===== src/sv/logistic_neuron_sgd_trainer_unit_assert.svh =====
// Concurrent check macros, sampled on the rising clock, off during reset
`ifndef LOGISTIC_NEURON_SGD_TRAINER_UNIT_ASSERT_SVH
`define LOGISTIC_NEURON_SGD_TRAINER_UNIT_ASSERT_SVH

// antecedent holds -> consequent holds in the same cycle
`define LNSGD_ASSERT_NOW(label, ante, cons, msg) \
   label: assert property (@(posedge clock) disable iff (reset) (ante) |-> (cons)) \
      else $error(msg);

// antecedent holds -> consequent holds in the next cycle
`define LNSGD_ASSERT_NEXT(label, ante, cons, msg) \
   label: assert property (@(posedge clock) disable iff (reset) (ante) |=> (cons)) \
      else $error(msg);

`endif


===== src/sv/lnsgd_pkg.sv =====
package lnsgd_pkg;

   localparam int MAX_INPUTS      = 16;
   localparam int SLOT_W          = $clog2(MAX_INPUTS);
   localparam int IDX_W           = 5;
   localparam int SIGMOID_ENTRIES = 256;
   localparam int SIG_STEP        = 65536 / SIGMOID_ENTRIES;
   localparam int TIX_W           = $clog2(SIGMOID_ENTRIES);
   localparam int ACC_W           = 40;
   localparam int GAIN_W          = 33;
   localparam logic [15:0] LR_RESET = 16'd6554;

   localparam logic [1:0] FUNC_INFER = 2'd0;
   localparam logic [1:0] FUNC_TRAIN = 2'd1;
   localparam logic [1:0] FUNC_WRITE = 2'd2;
   localparam logic [1:0] FUNC_READ  = 2'd3;

   localparam logic [1:0] KIND_INFER = 2'd0;
   localparam logic [1:0] KIND_TRAIN = 2'd1;
   localparam logic [1:0] KIND_READ  = 2'd2;

   typedef struct packed {
      logic load_w;
      logic load_x;
      logic shift;
      logic clear_v;
   } cell_ctrl_type;

   typedef logic [15:0] sig_tbl_type [SIGMOID_ENTRIES];

   function automatic logic [63:0] udiv64(input logic [63:0] num, input logic [63:0] den);
      logic [64:0] rem;
      logic [63:0] quo;
      begin
         rem = '0;
         quo = '0;
         for (int b = 63; b >= 0; b--) begin
            rem = {rem[63:0], num[b]};
            if (rem >= {1'b0, den}) begin
               rem    = rem - {1'b0, den};
               quo[b] = 1'b1;
            end
         end
         return quo;
      end
   endfunction

   function automatic logic [63:0] exp_neg(input logic [31:0] a);
      logic [63:0] t;
      logic [63:0] sum;
      logic [63:0] term;
      begin
         t    = {32'b0, a} << 16;
         sum  = 64'h1_0000_0000;
         term = 64'h1_0000_0000;
         for (int n = 1; n <= 12; n++) begin
            term = udiv64((term * t) >> 32, 64'(n));
            if ((n & 1) != 0) sum = sum - term;
            else sum = sum + term;
         end
         for (int k = 0; k < 4; k++) begin
            if (sum > 64'hFFFF_FFFF) sum = 64'hFFFF_FFFF;
            sum = (sum * sum) >> 32;
         end
         return sum;
      end
   endfunction

   function automatic logic [15:0] sigmoid_q16(input int x);
      logic [31:0] a;
      logic [63:0] d;
      logic [63:0] y;
      begin
         a = (x < 0) ? 32'(-x) : 32'(x);
         d = 64'h1_0000_0000 + exp_neg(a);
         y = udiv64((64'h1 << 48) + (d >> 1), d);
         if (y > 64'd65535) y = 64'd65535;
         if (x < 0) y = 64'd65536 - y;
         if (y > 64'd65535) y = 64'd65535;
         return y[15:0];
      end
   endfunction

   function automatic sig_tbl_type build_sig_table();
      sig_tbl_type tbl;
      begin
         for (int i = 0; i < SIGMOID_ENTRIES; i++) begin
            tbl[i] = sigmoid_q16(-32768 + i * SIG_STEP);
         end
         return tbl;
      end
   endfunction

   localparam sig_tbl_type SIG_TABLE = build_sig_table();

endpackage


===== src/sv/lnsgd_update.sv =====
module lnsgd_update
   import lnsgd_pkg::*;
(
   input  logic signed [GAIN_W-1:0] gain,
   input  logic signed [15:0]       w_in,
   input  logic signed [15:0]       x_in,
   input  logic                     v_in,
   output logic signed [15:0]       w_out
);

   logic signed [15:0]          x_eff;
   logic signed [GAIN_W+15:0]   prod;
   logic signed [GAIN_W-17:0]   step;
   logic signed [GAIN_W-16:0]   sum;

   always_comb begin
      x_eff = v_in ? x_in : 16'sd0;
      prod  = gain * x_eff;
      step  = prod[GAIN_W+15:32];
      sum   = (GAIN_W-15)'(w_in) + (GAIN_W-15)'(step);
      if (sum > 32767) w_out = 16'sh7FFF;
      else if (sum < -32768) w_out = -16'sh8000;
      else w_out = sum[15:0];
   end

endmodule


===== config.mk =====
export PLATFORM = sky130hd
export DESIGN_NAME = lnsgd_update
export DESIGN_NICKNAME = d
export VERILOG_FILES = /design/src/sv/logistic_neuron_sgd_trainer_unit_assert.svh /design/src/sv/lnsgd_pkg.sv /design/src/sv/lnsgd_update.sv
export SDC_FILE = /design/constraint.sdc
export NUM_CORES = 1
export LEC_CHECK = 0
export ABC_AREA = 1
export ABC_CLOCK_PERIOD_IN_PS = 15100
export BUFFER_PORTS_ARGS = -buffer_cell sky130_fd_sc_hd__buf_4
export CAP_MARGIN = 20
export CORE_ASPECT_RATIO = 1.25
export CORE_MARGIN = 4
export CORE_UTILIZATION = 35
export DETAILED_ROUTE_END_ITERATION = 8
export SYNTH_ARGS = -nofsm -noshare
export SYNTH_HDL_FRONTEND = slang
export SYNTH_SLANG_ARGS = --single-unit

===== constraint.sdc =====
create_clock -name vclk -period 15.1
set_clock_uncertainty 0.2 [all_clocks]
set_input_delay 3.02 -clock vclk [all_inputs]
set_output_delay 3.02 -clock vclk [all_outputs]
set_load 0.1 [all_outputs]

### After elaboration in Yosys (flattened, before gate mapping)

Cells that the tools add are included.

| word-level totals | value |
|---|---|
| register bits after elaboration | 0 |
| bits of input ports | 66 |
| logic and storage cells | 7 |

| operators by class | value |
|---|---|
| $add $sub $neg | 1 |
| multipliers | 1 |
| magnitude comparators | 2 |
| mux-type cells | 3 |

Operators with widths:

| cell | count |
|---|---|
| multiplier 33 x 16 -> 49 bit | 1 |
| 2-to-1 mux 16 bit | 3 |
| adder 16 x 17 -> 18 bit | 1 |
| greater-than comparator 18 x 16 -> 1 bit (second input constant) | 1 |
| less-than comparator 18 x 16 -> 1 bit (second input constant) | 1 |

### Longest topological paths before layout

Gate-level depths: netlist of the first run.

| logic depth | value |
|---|---|
| depth after elaboration | 6 |
| mapped depth | 44 |
| depth with buffers taken out | 40 |

### Worst setup path after synthesis of the first run

OpenSTA, ideal clock, no wires.

| timing | value |
|---|---|
| path kind | input port to output port |
| start | input port v_in |
| end | output port w_out[10] |
| data arrival time | 10.672 ns |
| path slack | 1.208 ns |
| stages | 34 |
| buffers on the path | 4 |
| cells stage by stage | buf_2 clkbuf_1 nand2_1 clkbuf_1 nor2_1 fa_1 fa_1 inv_1 fa_1 fa_1 fa_1 fa_1 inv_1 ha_1 nand2_1 inv_1 nand2_1 nor3_1 nand2_1 nor3_1 nand2_1 nand3_1 xor2_1 ha_1 nand2_1 o21ai_0 a21oi_1 nand2_2 nand2_1 nand2_1 nand2_2 o21bai_4 buf_6 nand2_1 |

| on the way | value |
|---|---|
| word-level cells in the longest chain between the ends | 6 |
| elaborated cells between the ends (all ways) | 7 |
| classes of those cells | add/sub (1); mul (1); order compare (2); mux (3) |

Ends and longest elaborated chain:

| element | RTL line | text |
|---|---|---|
| from (decl) | lnsgd_update.sv:7 | `input logic v_in,` |
| 2-to-1 mux 16 bit (*) | lnsgd_update.sv:17 | `x_eff = v_in ? x_in : 16'sd0;` |
| multiplier 33 x 16 -> 49 bit (*) | lnsgd_update.sv:18 | `prod = gain * x_eff;` |
| adder 16 x 17 -> 18 bit (*) | lnsgd_update.sv:20 | `sum = (GAIN_W-15)'(w_in) + (GAIN_W-15)'(step);` |
| less-than comparator 18 x 16 -> 1 bit | lnsgd_update.sv:22 | `else if (sum < -32768) w_out = -16'sh8000;` |
| 2-to-1 mux 16 bit | lnsgd_update.sv:22 |  |
| 2-to-1 mux 16 bit (*) | lnsgd_update.sv:21 | `if (sum > 32767) w_out = 16'sh7FFF;` |
| to (decl) | lnsgd_update.sv:8 | `output logic signed [15:0] w_out` |

Mark *: on every way between the ends. The rest lies on a longest branch, timed or not.

### Final worst setup path of the first run

Same ends and word-level chain as after synthesis.

==> qor.yml, run 1 <==
synth:
  synth_area_um2: 19400
  netlist.top_cell.by_area: "fa_1"
  yosysUniqueCellTypes: 37
  yosysWarnings: 0
  syn_nets: 3231
  synthCells: 2534
  ys_seq_area_share_pct: 0
  yosys.area.top_type_share_pct: 51.6
  synth_area_leaders: "fa_1, inv_1, nand2_1, ha_1, nor2_1"
  synthTopCellsByCount: "inv_1, nand2_1, fa_1"
  synth.most_common_cell: "inv_1"
  avgSynthCellArea_um2: 7.65
finish:
  final_core_util_pct: 38.2
  multiInputGateArea_um2: 16400
  drive_gt1_share_pct: 5.57
  num-clock-buffers: 0
  n_fill_cell: 5797
  syn_to_final_growth_pct: 8.19
  n_antenna_cell: 0
  regArea_um2: 0
  nFlopsAndLatches: 0
  fin_nets: 3283
critical_path:
  crit_arrival_ns: 11.40
  cp_max_fo: 16
  slowest_stage: "fa_1"
  crit_path_end_kind: "primary output"
  max_stage_delay_ns: 0.55
  crit_type: "in -> out"
  worst_path_most_repeated_cell: "nand2_1"
  cp_data_required_time_ns: 11.88
  cp-start-kind: "input port"
grt:
  grt_pass1_vias: 18555
  antenna_found_initial: 1
  grt_usage_pct: 21.9
  gr-total-overflow: 0
  grt_pass1_wl_um: 102000
  grt_max_degree: 32
clock_network:
  post_cts_resized: 0
  cts_setup_buffers: 0
  ctsHoldBuffers: 0
sta:
  tns_ns: 0
  setup_viol: 0
  fin_crit_sh_pct: 96.8
  relSlewSlack_pct: 47.0
  drv_slew: 0
  tightest_slew_ns: 0.795
  fin_crit_ns: 14.62
  fmax_mhz: 68.4
  rsz0062_at_grt: "false"
  hold_viol: 0
flow_run:
  maxCapViolations: 0
route:
  drt-total-wl_um: 62900
  num_vias: 16321
  final_antenna_net_count: 0
  drc_errors: 0
  vias_per_cell: 4.92
  drt-initial-drc-count: 1028
  firstDrtPassIters: 5
  routedWlPerCell_um: 19.0
die:
  rows: 96
  die_w_um: 219
  ios: 82
  core_um2: 54900
  start_util_pct: 35.3
  die_area_um2: 59300
  die_h_um: 271
placement:
  dp_hpwl_um: 55400
  io_buffers: 82
  gp_congestion: 0.984
outcome:
  run_status: "finished, final reports clean"
hold_path:
  hp-class: "in -> out"
==> path summary, 6_finish.rpt <==
kind	start	end	slack, ns	cells after the start
worst min-delay path	w_in[0]	w_out[0]	6.44	5
worst max-delay path	v_in	w_out[10]	0.48	36
==> final cells by class <==
cell class	count	area share (%)
Tap cell	735	4.38
Timing Repair Buffer	129	4.73
Inverter	701	12.5
Multi-Input combinational cell	1754	78.3
==> cell families after synthesis <==
| logic type | Yosys count | synth area share [%] |
|---|---|---|
| AO/OA/AOI/OAI | 159 | 4.50 |
| XOR/XNOR | 33 | 1.53 |
| AND/OR/NAND/NOR | 931 | 18.7 |
| buffers and inverters | 780 | 15.2 |
| adder cells (fa/ha/maj) | 631 | 60.1 |
==> layer usage <==
metal	share of wire (%)	GRT usage (%)	vias up
met5	0.054	0	-
met4	6.6	10.6	4
met2	50	39.6	645
li1	-	-	7317
met1	37	25.7	8150
met3	6.4	2.78	205
==> worst max-delay path, delay by kind of cell <==
family,cells,cell delay (ns)
adders and majority gates,9,4.04
and+or+nand+nor,13,1.60
buffers and inverters,8,1.54
AOI/OAI and AO/OA,5,0.95
xor gates and xnor gates,1,0.23
==> per-stage QoR <==
step | hold slack [ns] | cells | cell area (um^2) | setup WS, ns
6_report | 6.44 | 3319 | 21000 | 0.480
4_1_cts | 6.45 | 3319 | 21000 | 0.486
3_5_place_dp | 6.46 | 3319 | 21000 | 0.528
2_1_floorplan | 6.42 | 2534 | 19400 | 1.21
3_3_place_gp | 6.48 | 3319 | 21000 | 0.615
5_1_grt | 6.49 | 3319 | 21000 | 0.0108
==> layout by cell type (no fill, tap or decap) <==
cell type,netlist,routed
o21a_1,3,3
and3_1,1,1
nand2_2,6,6
o21ai_0,51,51
clkinv_1,6,6
nand3_2,1,1
ha_1,131,131
nand2_1,536,536
o21bai_4,1,1
xnor2_1,11,11
nor3_1,15,15
nand2_4,1,1
nor2_2,1,1
nor3_2,1,1
or2_2,1,1
nand3_1,41,41
nand4_1,5,5
a21boi_0,3,3
nor2_1,321,321
o21ai_1,3,3
xor2_1,21,21
inv_2,2,2
buf_4,1,127
o211ai_1,2,2
inv_1,693,693
nor4_1,1,1
xor2_2,1,1
o31ai_1,2,2
a21o_1,7,7
buf_12,1,2
fa_1,500,500
o21bai_1,8,8
a21oi_1,79,79
Power of run 1 is left out: the tool's default activity adds up to more than one toggle a clock period on the data nets, which glitch-free logic cannot reach.
==> run 2: changes to the inputs <==
--- a/config.mk
+++ b/config.mk
@@ -13,6 +13,7 @@
 export CORE_MARGIN = 4
 export CORE_UTILIZATION = 35
 export DETAILED_ROUTE_END_ITERATION = 8
+export RECOVER_POWER = 25
 export SYNTH_ARGS = -nofsm -noshare
 export SYNTH_HDL_FRONTEND = slang
 export SYNTH_SLANG_ARGS = --single-unit
==> run 2 against run 1 <==
Flip-flop and latch count unchanged. Cell count hardly changed. Maximum frequency is essentially flat. Setup slack worse by 0.0099 ns. Routed wire length is essentially flat. Core utilization unchanged. Sequential share of layout area is the same. Non-clock buffer count unchanged. Via count barely moved. Global-route usage is the same. Die area is the same. First-iteration DRC count decreased by 2.9%.
==> qor.yml, run 2 (synthesis gave the netlist of run 1 again) <==
critical_path:
  worst-path-buf-inv: 8  # unchanged
  crit_type: "in -> out"
  cp_max_fo: 16  # unchanged
  worst_path_most_repeated_cell: "nand2_1"
  slowest_stage: "inv_1"
  crit_family: "adder cells"
  crit_path_end_kind: "primary output"
  max_stage_delay_ns: 0.55  # about the same
  crit_arrival_ns: 11.41  # about the same
  cp_data_required_time_ns: 11.88  # about the same
  cp-start-kind: "input port"
sta:
  drv_slew: 0  # unchanged
  fin_crit_sh_pct: 96.9  # about the same
  tightest_slew_ns: 0.797  # +0.00175 ns
  fmax_mhz: 68.4  # about the same
  rsz0062_at_grt: "false"
  setup_viol: 0  # unchanged
  fin_crit_ns: 14.63  # +0.00991 ns
  hold_viol: 0  # unchanged
  worst_slack_ns: 0.470  # -0.00991 ns
  relSlewSlack_pct: 46.9  # -0.12 points
  tns_ns: 0  # unchanged
die:
  ios: 82  # unchanged
  core_um2: 54900  # unchanged
  die_area_um2: 59300  # unchanged
  start_util_pct: 35.3  # unchanged
  rows: 96  # unchanged
  die_h_um: 271  # unchanged
  die_w_um: 219  # unchanged
clock_network:
  ctsHoldBuffers: 0  # unchanged
  post_cts_resized: 0  # unchanged
  cts_setup_buffers: 0  # unchanged
route:
  drt-initial-drc-count: 998  # -2.9%
  drt-total-wl_um: 63000  # about the same
  num_vias: 16332  # +0.067%
  drc_errors: 0  # unchanged
  vias_per_cell: 4.92  # about the same
  firstDrtPassIters: 6  # +1
  routedWlPerCell_um: 19.0  # about the same
  final_antenna_net_count: 0  # unchanged
finish:
  final_common_cell: "inv_1"
  syn_to_final_growth_pct: 8.19  # unchanged
  num-clock-buffers: 0  # unchanged
  fin_nets: 3283  # unchanged
  layout_common_cells: "inv_1, nand2_1, fa_1, nor2_1, ha_1"
  nFlopsAndLatches: 0  # unchanged
  regArea_um2: 0  # unchanged
  stdcell_count: 3320  # +0.030%
  drive_gt1_share_pct: 5.57  # unchanged
flow_run:
  maxCapViolations: 0  # unchanged
hold_path:
  min-delay-start: "w_in[0]"
  holdPathStages: 5  # unchanged
  hp-class: "in -> out"
  hold-path-endpoint: "w_out[0]"
placement:
  gp_congestion: 0.984  # unchanged
  io_buffers: 82  # unchanged
  dp_hpwl_um: 55400  # unchanged
  place_ws_ns: 0.528  # unchanged
  dp.cells: 3319  # unchanged
grt:
  grt_max_degree: 32  # unchanged
  antenna_found_initial: 1  # unchanged
  gr-total-overflow: 0  # unchanged
  grt_pass1_wl_um: 102000  # unchanged
  grt_usage_pct: 21.9  # unchanged
  grt_pass1_vias: 18555  # unchanged
outcome:
  run_status: "finished, final reports clean"
==> run 2: worst max-delay path by stage <==
stage,depth (start not counted),slack [ns],to,from
after floorplan,34,1.21,w_out[10],v_in
after global placement,36,0.62,w_out[0],v_in
after detailed placement,36,0.53,w_out[14],v_in
after CTS,36,0.49,w_out[14],v_in
after global routing,36,0.01,w_out[14],v_in
final,36,0.47,w_out[11],v_in
==> run 2: layout make-up <==
class	count	area, um^2
Multi-Input combinational cell	1754	16400
Antenna cell	1	2.50
Tap cell	735	920
Timing Repair Buffer	129	991
Fill cell	5799	33900
Inverter	701	2630
==> run 2: per-stage QoR <==
step	utilization (%)	hold WS, ns	instance area [um^2]
6_report	38.2	6.44	21000
5_1_grt	38.2	6.49	21000
4_1_cts	38.2	6.45	21000
3_5_place_dp	38.2	6.46	21000
3_3_place_gp	38.2	6.48	21000
2_1_floorplan	-	6.42	19400
==> run 2: metal layers <==
metal  vias to the layer above  track usage [%]  wire length, um
li1                       7316                -                -
met3                       195             2.78             4230
met1                      8163             25.7            22900
met5                         -                0               34
met4                         4             10.6             4040
met2                       654             39.6            31800
