===== src/sv/logistic_neuron_sgd_trainer_unit_assert.svh =====
// Concurrent check macros, sampled on the rising clock, off during reset
`ifndef LOGISTIC_NEURON_SGD_TRAINER_UNIT_ASSERT_SVH
`define LOGISTIC_NEURON_SGD_TRAINER_UNIT_ASSERT_SVH

// antecedent holds -> consequent holds in the same cycle
`define LNSGD_ASSERT_NOW(label, ante, cons, msg) \
   label: assert property (@(posedge clock) disable iff (reset) (ante) |-> (cons)) \
      else $error(msg);

// antecedent holds -> consequent holds in the next cycle
`define LNSGD_ASSERT_NEXT(label, ante, cons, msg) \
   label: assert property (@(posedge clock) disable iff (reset) (ante) |=> (cons)) \
      else $error(msg);

`endif


===== src/sv/lnsgd_pkg.sv =====
package lnsgd_pkg;

   localparam int MAX_INPUTS      = 16;
   localparam int SLOT_W          = $clog2(MAX_INPUTS);
   localparam int IDX_W           = 5;
   localparam int SIGMOID_ENTRIES = 256;
   localparam int SIG_STEP        = 65536 / SIGMOID_ENTRIES;
   localparam int TIX_W           = $clog2(SIGMOID_ENTRIES);
   localparam int ACC_W           = 40;
   localparam int GAIN_W          = 33;
   localparam logic [15:0] LR_RESET = 16'd6554;

   localparam logic [1:0] FUNC_INFER = 2'd0;
   localparam logic [1:0] FUNC_TRAIN = 2'd1;
   localparam logic [1:0] FUNC_WRITE = 2'd2;
   localparam logic [1:0] FUNC_READ  = 2'd3;

   localparam logic [1:0] KIND_INFER = 2'd0;
   localparam logic [1:0] KIND_TRAIN = 2'd1;
   localparam logic [1:0] KIND_READ  = 2'd2;

   typedef struct packed {
      logic load_w;
      logic load_x;
      logic shift;
      logic clear_v;
   } cell_ctrl_type;

   typedef logic [15:0] sig_tbl_type [SIGMOID_ENTRIES];

   function automatic logic [63:0] udiv64(input logic [63:0] num, input logic [63:0] den);
      logic [64:0] rem;
      logic [63:0] quo;
      begin
         rem = '0;
         quo = '0;
         for (int b = 63; b >= 0; b--) begin
            rem = {rem[63:0], num[b]};
            if (rem >= {1'b0, den}) begin
               rem    = rem - {1'b0, den};
               quo[b] = 1'b1;
            end
         end
         return quo;
      end
   endfunction

   function automatic logic [63:0] exp_neg(input logic [31:0] a);
      logic [63:0] t;
      logic [63:0] sum;
      logic [63:0] term;
      begin
         t    = {32'b0, a} << 16;
         sum  = 64'h1_0000_0000;
         term = 64'h1_0000_0000;
         for (int n = 1; n <= 12; n++) begin
            term = udiv64((term * t) >> 32, 64'(n));
            if ((n & 1) != 0) sum = sum - term;
            else sum = sum + term;
         end
         for (int k = 0; k < 4; k++) begin
            if (sum > 64'hFFFF_FFFF) sum = 64'hFFFF_FFFF;
            sum = (sum * sum) >> 32;
         end
         return sum;
      end
   endfunction

   function automatic logic [15:0] sigmoid_q16(input int x);
      logic [31:0] a;
      logic [63:0] d;
      logic [63:0] y;
      begin
         a = (x < 0) ? 32'(-x) : 32'(x);
         d = 64'h1_0000_0000 + exp_neg(a);
         y = udiv64((64'h1 << 48) + (d >> 1), d);
         if (y > 64'd65535) y = 64'd65535;
         if (x < 0) y = 64'd65536 - y;
         if (y > 64'd65535) y = 64'd65535;
         return y[15:0];
      end
   endfunction

   function automatic sig_tbl_type build_sig_table();
      sig_tbl_type tbl;
      begin
         for (int i = 0; i < SIGMOID_ENTRIES; i++) begin
            tbl[i] = sigmoid_q16(-32768 + i * SIG_STEP);
         end
         return tbl;
      end
   endfunction

   localparam sig_tbl_type SIG_TABLE = build_sig_table();

endpackage


===== src/sv/lnsgd_cell.sv =====
module lnsgd_cell
   import lnsgd_pkg::*;
(
   input  logic                clock,
   input  logic                reset,
   input  cell_ctrl_type       ctrl,
   input  logic signed [15:0]  load_data,
   input  logic signed [15:0]  next_w,
   input  logic signed [15:0]  next_x,
   input  logic                next_v,
   output logic signed [15:0]  w,
   output logic signed [15:0]  x,
   output logic                v
);

   logic signed [15:0] w_ff;
   logic signed [15:0] x_ff;
   logic               v_ff;

   always_ff @(posedge clock) begin
      if (reset) begin
         w_ff <= '0;
         v_ff <= 1'b0;
      end else if (ctrl.shift) begin
         w_ff <= next_w;
         v_ff <= next_v;
      end else begin
         if (ctrl.load_w) w_ff <= load_data;
         if (ctrl.clear_v) v_ff <= 1'b0;
         else if (ctrl.load_x) v_ff <= 1'b1;
      end
   end

   always_ff @(posedge clock) begin
      if (ctrl.shift) x_ff <= next_x;
      else if (ctrl.load_x) x_ff <= load_data;
   end

   assign w = w_ff;
   assign x = x_ff;
   assign v = v_ff;

endmodule


===== config.mk =====
export PLATFORM = sky130hd
export DESIGN_NAME = lnsgd_cell
export DESIGN_NICKNAME = d
export VERILOG_FILES = /design/src/sv/logistic_neuron_sgd_trainer_unit_assert.svh /design/src/sv/lnsgd_pkg.sv /design/src/sv/lnsgd_cell.sv
export SDC_FILE = /design/constraint.sdc
export NUM_CORES = 1
export LEC_CHECK = 0
export BUFFER_PORTS_ARGS = -buffer_cell sky130_fd_sc_hd__buf_2
export CAP_MARGIN = 10
export CORE_UTILIZATION = 24
export CTS_CLUSTER_SIZE = 14
export DETAILED_ROUTE_END_ITERATION = 12
export SLEW_MARGIN = 0
export SYNTH_ARGS = -nofsm -noshare
export SYNTH_HDL_FRONTEND = slang
export SYNTH_SLANG_ARGS = --single-unit

===== constraint.sdc =====
create_clock -name clock -period 1.2 [get_ports clock]
set_input_delay 0.06 -clock clock [delete_from_list [all_inputs] [get_ports clock]]
set_output_delay 0.06 -clock clock [all_outputs]
set_load 0.05 [all_outputs]

* Yosys cells after proc, flatten, opt, wreduce, memory -nomap -nowiden
Cells that the tools add are included.
** Storage, ports and cells
- Bits in registers :: 33
- Input port bits :: 55
- Logic and storage cells :: 13
- Output and inout port bits :: 33
** Operators by class
- Reductions and logical operators :: 3
- Multiplexer cells :: 7
** Operators with widths (count)
- two-way mux 16 bit :: 4
- nonzero test 2 bit :: 2
- two-way mux 1 bit :: 3
- nonzero test 3 bit :: 1

* Logic depth before layout (Yosys ltp)
Gate-level depths: netlist (run 1).
- Depth in word-level cells :: 3
- Mapped depth :: 5

* Worst setup path before layout (run 1)
Ideal clock, no wire load.
- Path type :: input-to-reg
- Start point :: input ctrl[1] (netlist bit)
- End point :: register x_ff[0], in the netlist x[0] (enable)
- Buffers on the path :: 2
- Library setup time :: 0.291 ns
- Stages on the path :: 3
- Slack :: 0.095 ns
- Arrival time :: 0.814 ns
- Cell sequence :: buf_2 buf_4 or2_2
** Between the ends
- Word-level cells in the longest chain between the ends :: 1
** Ends and longest elaborated chain
- start: declaration :: RTL line lnsgd_cell.sv:6 : input cell_ctrl_type ctrl,
- nonzero test 2 bit (no source line)
- end signal: assignment :: RTL line lnsgd_cell.sv:35 : if (ctrl.shift) x_ff <= next_x;
- end signal: assignment :: RTL line lnsgd_cell.sv:36 : else if (ctrl.load_x) x_ff <= load_data;
- end: declaration :: RTL line lnsgd_cell.sv:17 : logic signed [15:0] x_ff;
Every way passes these cells.
A chain may end at the register's enable or synchronous reset.

* Worst setup path in the final report (run 1)
- Start point :: register w_ff[5], in the netlist w[5]
- End point :: output w[5]
** RTL lines
- start: declaration :: RTL line lnsgd_cell.sv:16 : logic signed [15:0] w_ff;
- start signal: assignment :: RTL line lnsgd_cell.sv:25 : w_ff <= next_w;
- start signal: assignment :: RTL line lnsgd_cell.sv:28 : if (ctrl.load_w) w_ff <= load_data;
- end: declaration :: RTL line lnsgd_cell.sv:11 : output logic signed [15:0] w,
No word-level cell between the ends.

==> results.toml, run 1 <==
[cts]
cts_tree = "done"
postCtsResizedCells = 0
h-tree-depth = 2
cts_made_buffers = 5
cts_setup_buffers = 0
ctsHoldBuffers = 0
clockBufferDepth = 2
clock_latency_ps = 280
cts_sinks = 33
ctsRootBufferMaster = "clkbuf_8"
clkTransAtPathRegs_ps = 70

[grt]
overflow = 0
grt_use_met3_pct = 5.67
track_usage_pct = 10.8
met1_usage_pct = 12.8
grt_pass1_wl_um = 5120
grt_busiest_layer = "met2"
met2_usage_pct = 16.1
grt_max_degree = 22
antenna_found_initial = 0
grt_pass1_vias = 1125

[pwr]
swShare_pct = 30.5
p_comb_share_pct = 25.8
power_density_nw_per_um2 = 1460
vdd_ir_drop_max_mv = 0.664
p_int_mw = 2.18
sequentialPowerShare_pct = 42.1
leakage_nw = 1.05
p_switching_mw = 0.958
p_clk_share_pct = 32.1

[floorplanning]
fp.dieH_um = 81.8
die_area_sq_um = 6680
die_w_um = 81.8
rows = 28
start_util_pct = 25.3
coreArea_sq_um = 6030
ios = 88

[worst_setup_path]
critPathArrivalTime_ps = 890
path_delay_family = "flip-flops"
crit_path_end_kind = "output port"
path_buf_inv = 1
crit_required_ps = 1140
cp_slowest_cell = "dfxtp_1"
slowest_delay_ps = 350
worstPathCellList = "buf_2"
crit_fanout = 2
cp-start-kind = "flip-flop"
r2r_slack_ps = 320
worstSetupPathType = "flip-flop to output port"

[finish]
syn_to_final_growth_pct = 41.1
nFillCells = 636
fin_nets = 255
layout-drive-gt1-share_pct = 64.7
diodes = 0

[hold_path]
hold_path.class = "input pin to flip-flop"

[sta]
fmax_mhz = 1050
tightestPinTransition_ps = 430
tns_ps = 0
hold_viol = 0
hold_ws_ps = 16.4
period_share_pct = 79.6
rsz0062_at_grt = "false"
setup_violations = 0
fin_skew_ps = 0
maxSlewViolCount = 0
slew_headroom_pct = 71.3
fin_crit_ps = 955

[logic_synthesis]
syn_area_sq_um = 1530
syn_avg_cell_area_sq_um = 13.9
synthSimpleGateAreaFrac_pct = 4.84
synth_top_family_by_area = "multiplexers"
synth_cells = 110
ys_seq_area_share_pct = 53.8
synth_nets = 165
synth_compound_area_share_pct = 0.656
synth_xor_area_share_pct = 0
yosys.area_share.adder_pct = 0
synthMuxAreaShare_pct = 36.6
synth_cell_types = 16
yosys_warnings = 0
ys_ff_latch = 33

[detailed_routing]
ant_nets = 0
routedWlPerCell_um = 12.9
vias = 1165
route.detailed.drc = 0
wirelength_um = 3550
viasPerCell = 4.22
first_pass_iters = 2
drt_iter0_drc = 13

[outcome]
status = "complete, no violations"

[place]
place_hpwl_um = 2600
routabilityCongestion = 0.656
numPortBuffers = 87

[run]
maxCapViolCount = 0
## per-layer routing
metal,share of wire [%],wire length (um)
met5,0,0
met4,1.7,61
met3,11,385
met2,45,1590
met1,43,1520
## cell families after synthesis
| logic type | count (synthesis) |
|---|---|
| AO/OA/AOI/OAI | 2 |
| buffers and inverters | 8 |
| AND/OR/NAND/NOR | 19 |
| multiplexers | 48 |
| flip-flops | 33 |
## Yosys cell counts (all sizes together)
| library cell | number | share of area, % |
|---|---|---|
| a21oi | 1 | 0.33 |
| o21ai | 1 | 0.33 |
| dfxtp | 17 | 22 |
| nand2 | 1 | 0.25 |
| nor2 | 17 | 4.2 |
| buf | 7 | 3.9 |
| clkbuf | 1 | 0.25 |
| mux2i | 16 | 10 |
| mux2 | 32 | 26 |
| or2 | 1 | 0.41 |
| edfxtp | 16 | 31 |
## worst paths after layout
path                              to  cells after the start       from
worst min-delay path            w[7]                      3  next_w[7]
worst max register to register  w[5]                      3       w[5]
worst max-delay path            w[5]                      1       w[5]
worst min register to register     v                      2          v
## registers in the layout, summed over array words and instances, names as in the netlist
signal  cells
w          16
x          16
v           1
## cell type report
class	count	area [sq um]	area share [%]
tap	75	93.8	4.36
multi-input combinational	69	642	29.8
clock buffer	6	72.6	3.37
sequential	33	821	38.1
timing repair buffer	91	490	22.8
clock inverter	2	33.8	1.57
## per-stage QoR
stage / util, % / setup slack [ps] / power, mW / area [sq um] / instances
detailed placement: 34.0 / 168 / 2.17 / 2050 / 268
finish: 35.7 / 245 / 3.14 / 2150 / 276
CTS: 35.7 / 234 / 3.20 / 2150 / 276
global placement: 34.0 / 173 / 2.16 / 2050 / 268
floorplan: - / 95.5 / 1.94 / 1530 / 110
global route: 35.7 / 213 / 3.30 / 2150 / 276
## cells in the final DEF (no fill, tap or decap), drive strengths merged
| cell type | netlist | layout |
|---|---|---|
| or2 | 1 | 1 |
| nand2 | 1 | 1 |
| bufinv | 0 | 1 |
| mux2 | 32 | 32 |
| buf | 7 | 91 |
| clkbuf | 1 | 6 |
| mux2i | 16 | 16 |
| nor2 | 17 | 17 |
| a21oi | 1 | 1 |
| dfxtp | 17 | 17 |
| clkinv | 0 | 1 |
| o21ai | 1 | 1 |
| edfxtp | 16 | 16 |
## power groups by stage
stage	logic [mW]	clock network [mW]	registers, mW
3_3_place_gp	0.813	0	1.35
3_5_place_dp	0.819	0	1.35
6_report	0.811	1.01	1.32
2_1_floorplan	0.227	0	1.71
4_1_cts	0.821	1.06	1.32
5_1_grt	0.860	1.11	1.33
Power figures use the tool's default switching activity.
==> run 2, diff against run 1 <==
==> constraint.sdc (replaced) <==
create_clock -name clock -period 1 [get_ports clock]
set_input_delay 0.05 -clock clock [delete_from_list [all_inputs] [get_ports clock]]
set_output_delay 0.05 -clock clock [all_outputs]
set_load 0.05 [all_outputs]
==> run 2 against run 1 <==
Net effect:
- clock skew did not move
- register-to-register slack got worse by 220 ps
- final area rose by 1.9%
- power rose by 14%
- die area did not move
- via count rose by 1.6%
- global-route usage rose by 0.52 points
- sequential power rose by 21%
- sequential cell count did not move
- non-clock buffer count rose by 6
- largest cell class unchanged
- highest routed layer unchanged
==> results.toml, run 2 (synthesized netlist as in run 1, its figures left out) <==
[worst_setup_path]
cp_slowest_cell = "edfxtp_1"
critPathArrivalTime_ps = 870
worstPathCellList = "buf_2"
cp-start-kind = "flip-flop"
crit_fanout = 1
path_delay_family = "flip-flops"
path_buf_inv = 1
crit_path_end_kind = "output port"
crit_required_ps = 950
slowest_delay_ps = 380
r2r_slack_ps = 100
worstSetupPathType = "flip-flop to output port"

[detailed_routing]
vias = 1184
viasPerCell = 4.20
route.detailed.drc = 0
drt_iter0_drc = 16
first_pass_iters = 4
wirelength_um = 3670
routedWlPerCell_um = 13.0
ant_nets = 0

[finish]
layout-drive-gt1-share_pct = 72.9
final_cells = 282
fin_util_pct = 36.4
mostFrequentLayoutCells = "buf_2 (87), mux2_2 (22), nor2_1 (17)"
diodes = 0
fin_area_sq_um = 2190
final_common_cell = "buf_2"
fin_nets = 261
syn_to_final_growth_pct = 43.8

[pwr]
power_density_nw_per_um2 = 1640
leakage_nw = 1.07
vdd_ir_drop_max_mv = 0.784

[outcome]
status = "complete, no violations"

[grt]
grt_pass1_wl_um = 5490
track_usage_pct = 11.3
grt_max_degree = 18
overflow = 0
grt_pass1_vias = 1121
antenna_found_initial = 0

[floorplanning]
die_area_sq_um = 6680
start_util_pct = 25.3
fp.dieH_um = 81.8
ios = 88
rows = 28
die_w_um = 81.8
coreArea_sq_um = 6030

[sta]
maxSlewViolCount = 0
hold_viol = 0
fin_crit_ps = 921
fmax_mhz = 1090
period_share_pct = 92.1
final.setup.worst_slack_ps = 78.7
fin_skew_ps = 0
tightestPinTransition_ps = 382
rsz0062_at_grt = "false"
slew_headroom_pct = 74.5
setup_violations = 0
tns_ps = 0

[place]
routabilityCongestion = 0.697
pre_cts_ws_ps = 2.88
place_inst = 273
place_area_sq_um = 2090
numPortBuffers = 87
place_hpwl_um = 2870

[run]
maxCapViolCount = 0

[cts]
clock_latency_ps = 270
ctsRootBufferMaster = "clkbuf_8"
cts_made_buffers = 5
cts_setup_buffers = 0
clkTransAtPathRegs_ps = 70
cts_tree = "done"
h-tree-depth = 2
cts_sinks = 33
clockBufferDepth = 2

[hold_path]
hold_path.class = "input pin to flip-flop"
run 2: changes by cell type in the layout (fill, tap and decap cells not counted):
cell,previous run,this run
clkbuf_1,1,2
clkinv_1,1,0
dlygate4sd3_1,0,1
clkbuf_8,5,6
bufinv_16,1,0
dfxtp_2,0,16
or2_2,1,0
or2_4,0,1
dfxtp_1,17,1
buf_12,2,1
buf_4,2,8
run 2: worst reg2reg max path, delay by kind of cell, from the launching register on:
family / cells / cell delay, ps
simple gates: 1 / 60
flops: 1 / 320
mux: 2 / 400
run 2: cell type report:
class	count	area, sq um
clock buffer	8	90.1
fill	614	3830
multi-input combinational	69	644
sequential	33	841
tap	75	93.8
timing repair buffer	97	526
run 2: through the flow:
stage / hold WS, ps / power [mW]
2_1_floorplan: 197 / 2.34
3_3_place_gp: 281 / 2.62
3_5_place_dp: 293 / 2.62
4_1_cts: 1.89 / 3.66
5_1_grt: 4.19 / 3.77
6_report: 9.35 / 3.59
run 2: final timing paths:
kind           end  cells after the start  startpoint
min          w[10]                      3  next_w[10]
max reg2reg  w[12]                      3       w[12]
min reg2reg      v                      2           v
max           x[8]                      1        x[8]
run 2: layer usage:
metal | wire (um) | track usage [%] | part of all wire, %
met5 | 0 | 0 | 0
met4 | 53 | 4.21 | 1.4
met3 | 369 | 5.67 | 10
met2 | 1710 | 17.0 | 46
met1 | 1540 | 13.8 | 42
run 2: power breakdown:
part,switching (mW),internal [mW]
Combinational,0.641,0.346
Sequential,0.0392,1.56
Clock,0.448,0.561
run 2: timing repair:
item / in CTS / in global routing
hold buffers: 1 / 0
hold endpoints to repair: 1 / 0
resized for setup: 0 / 0
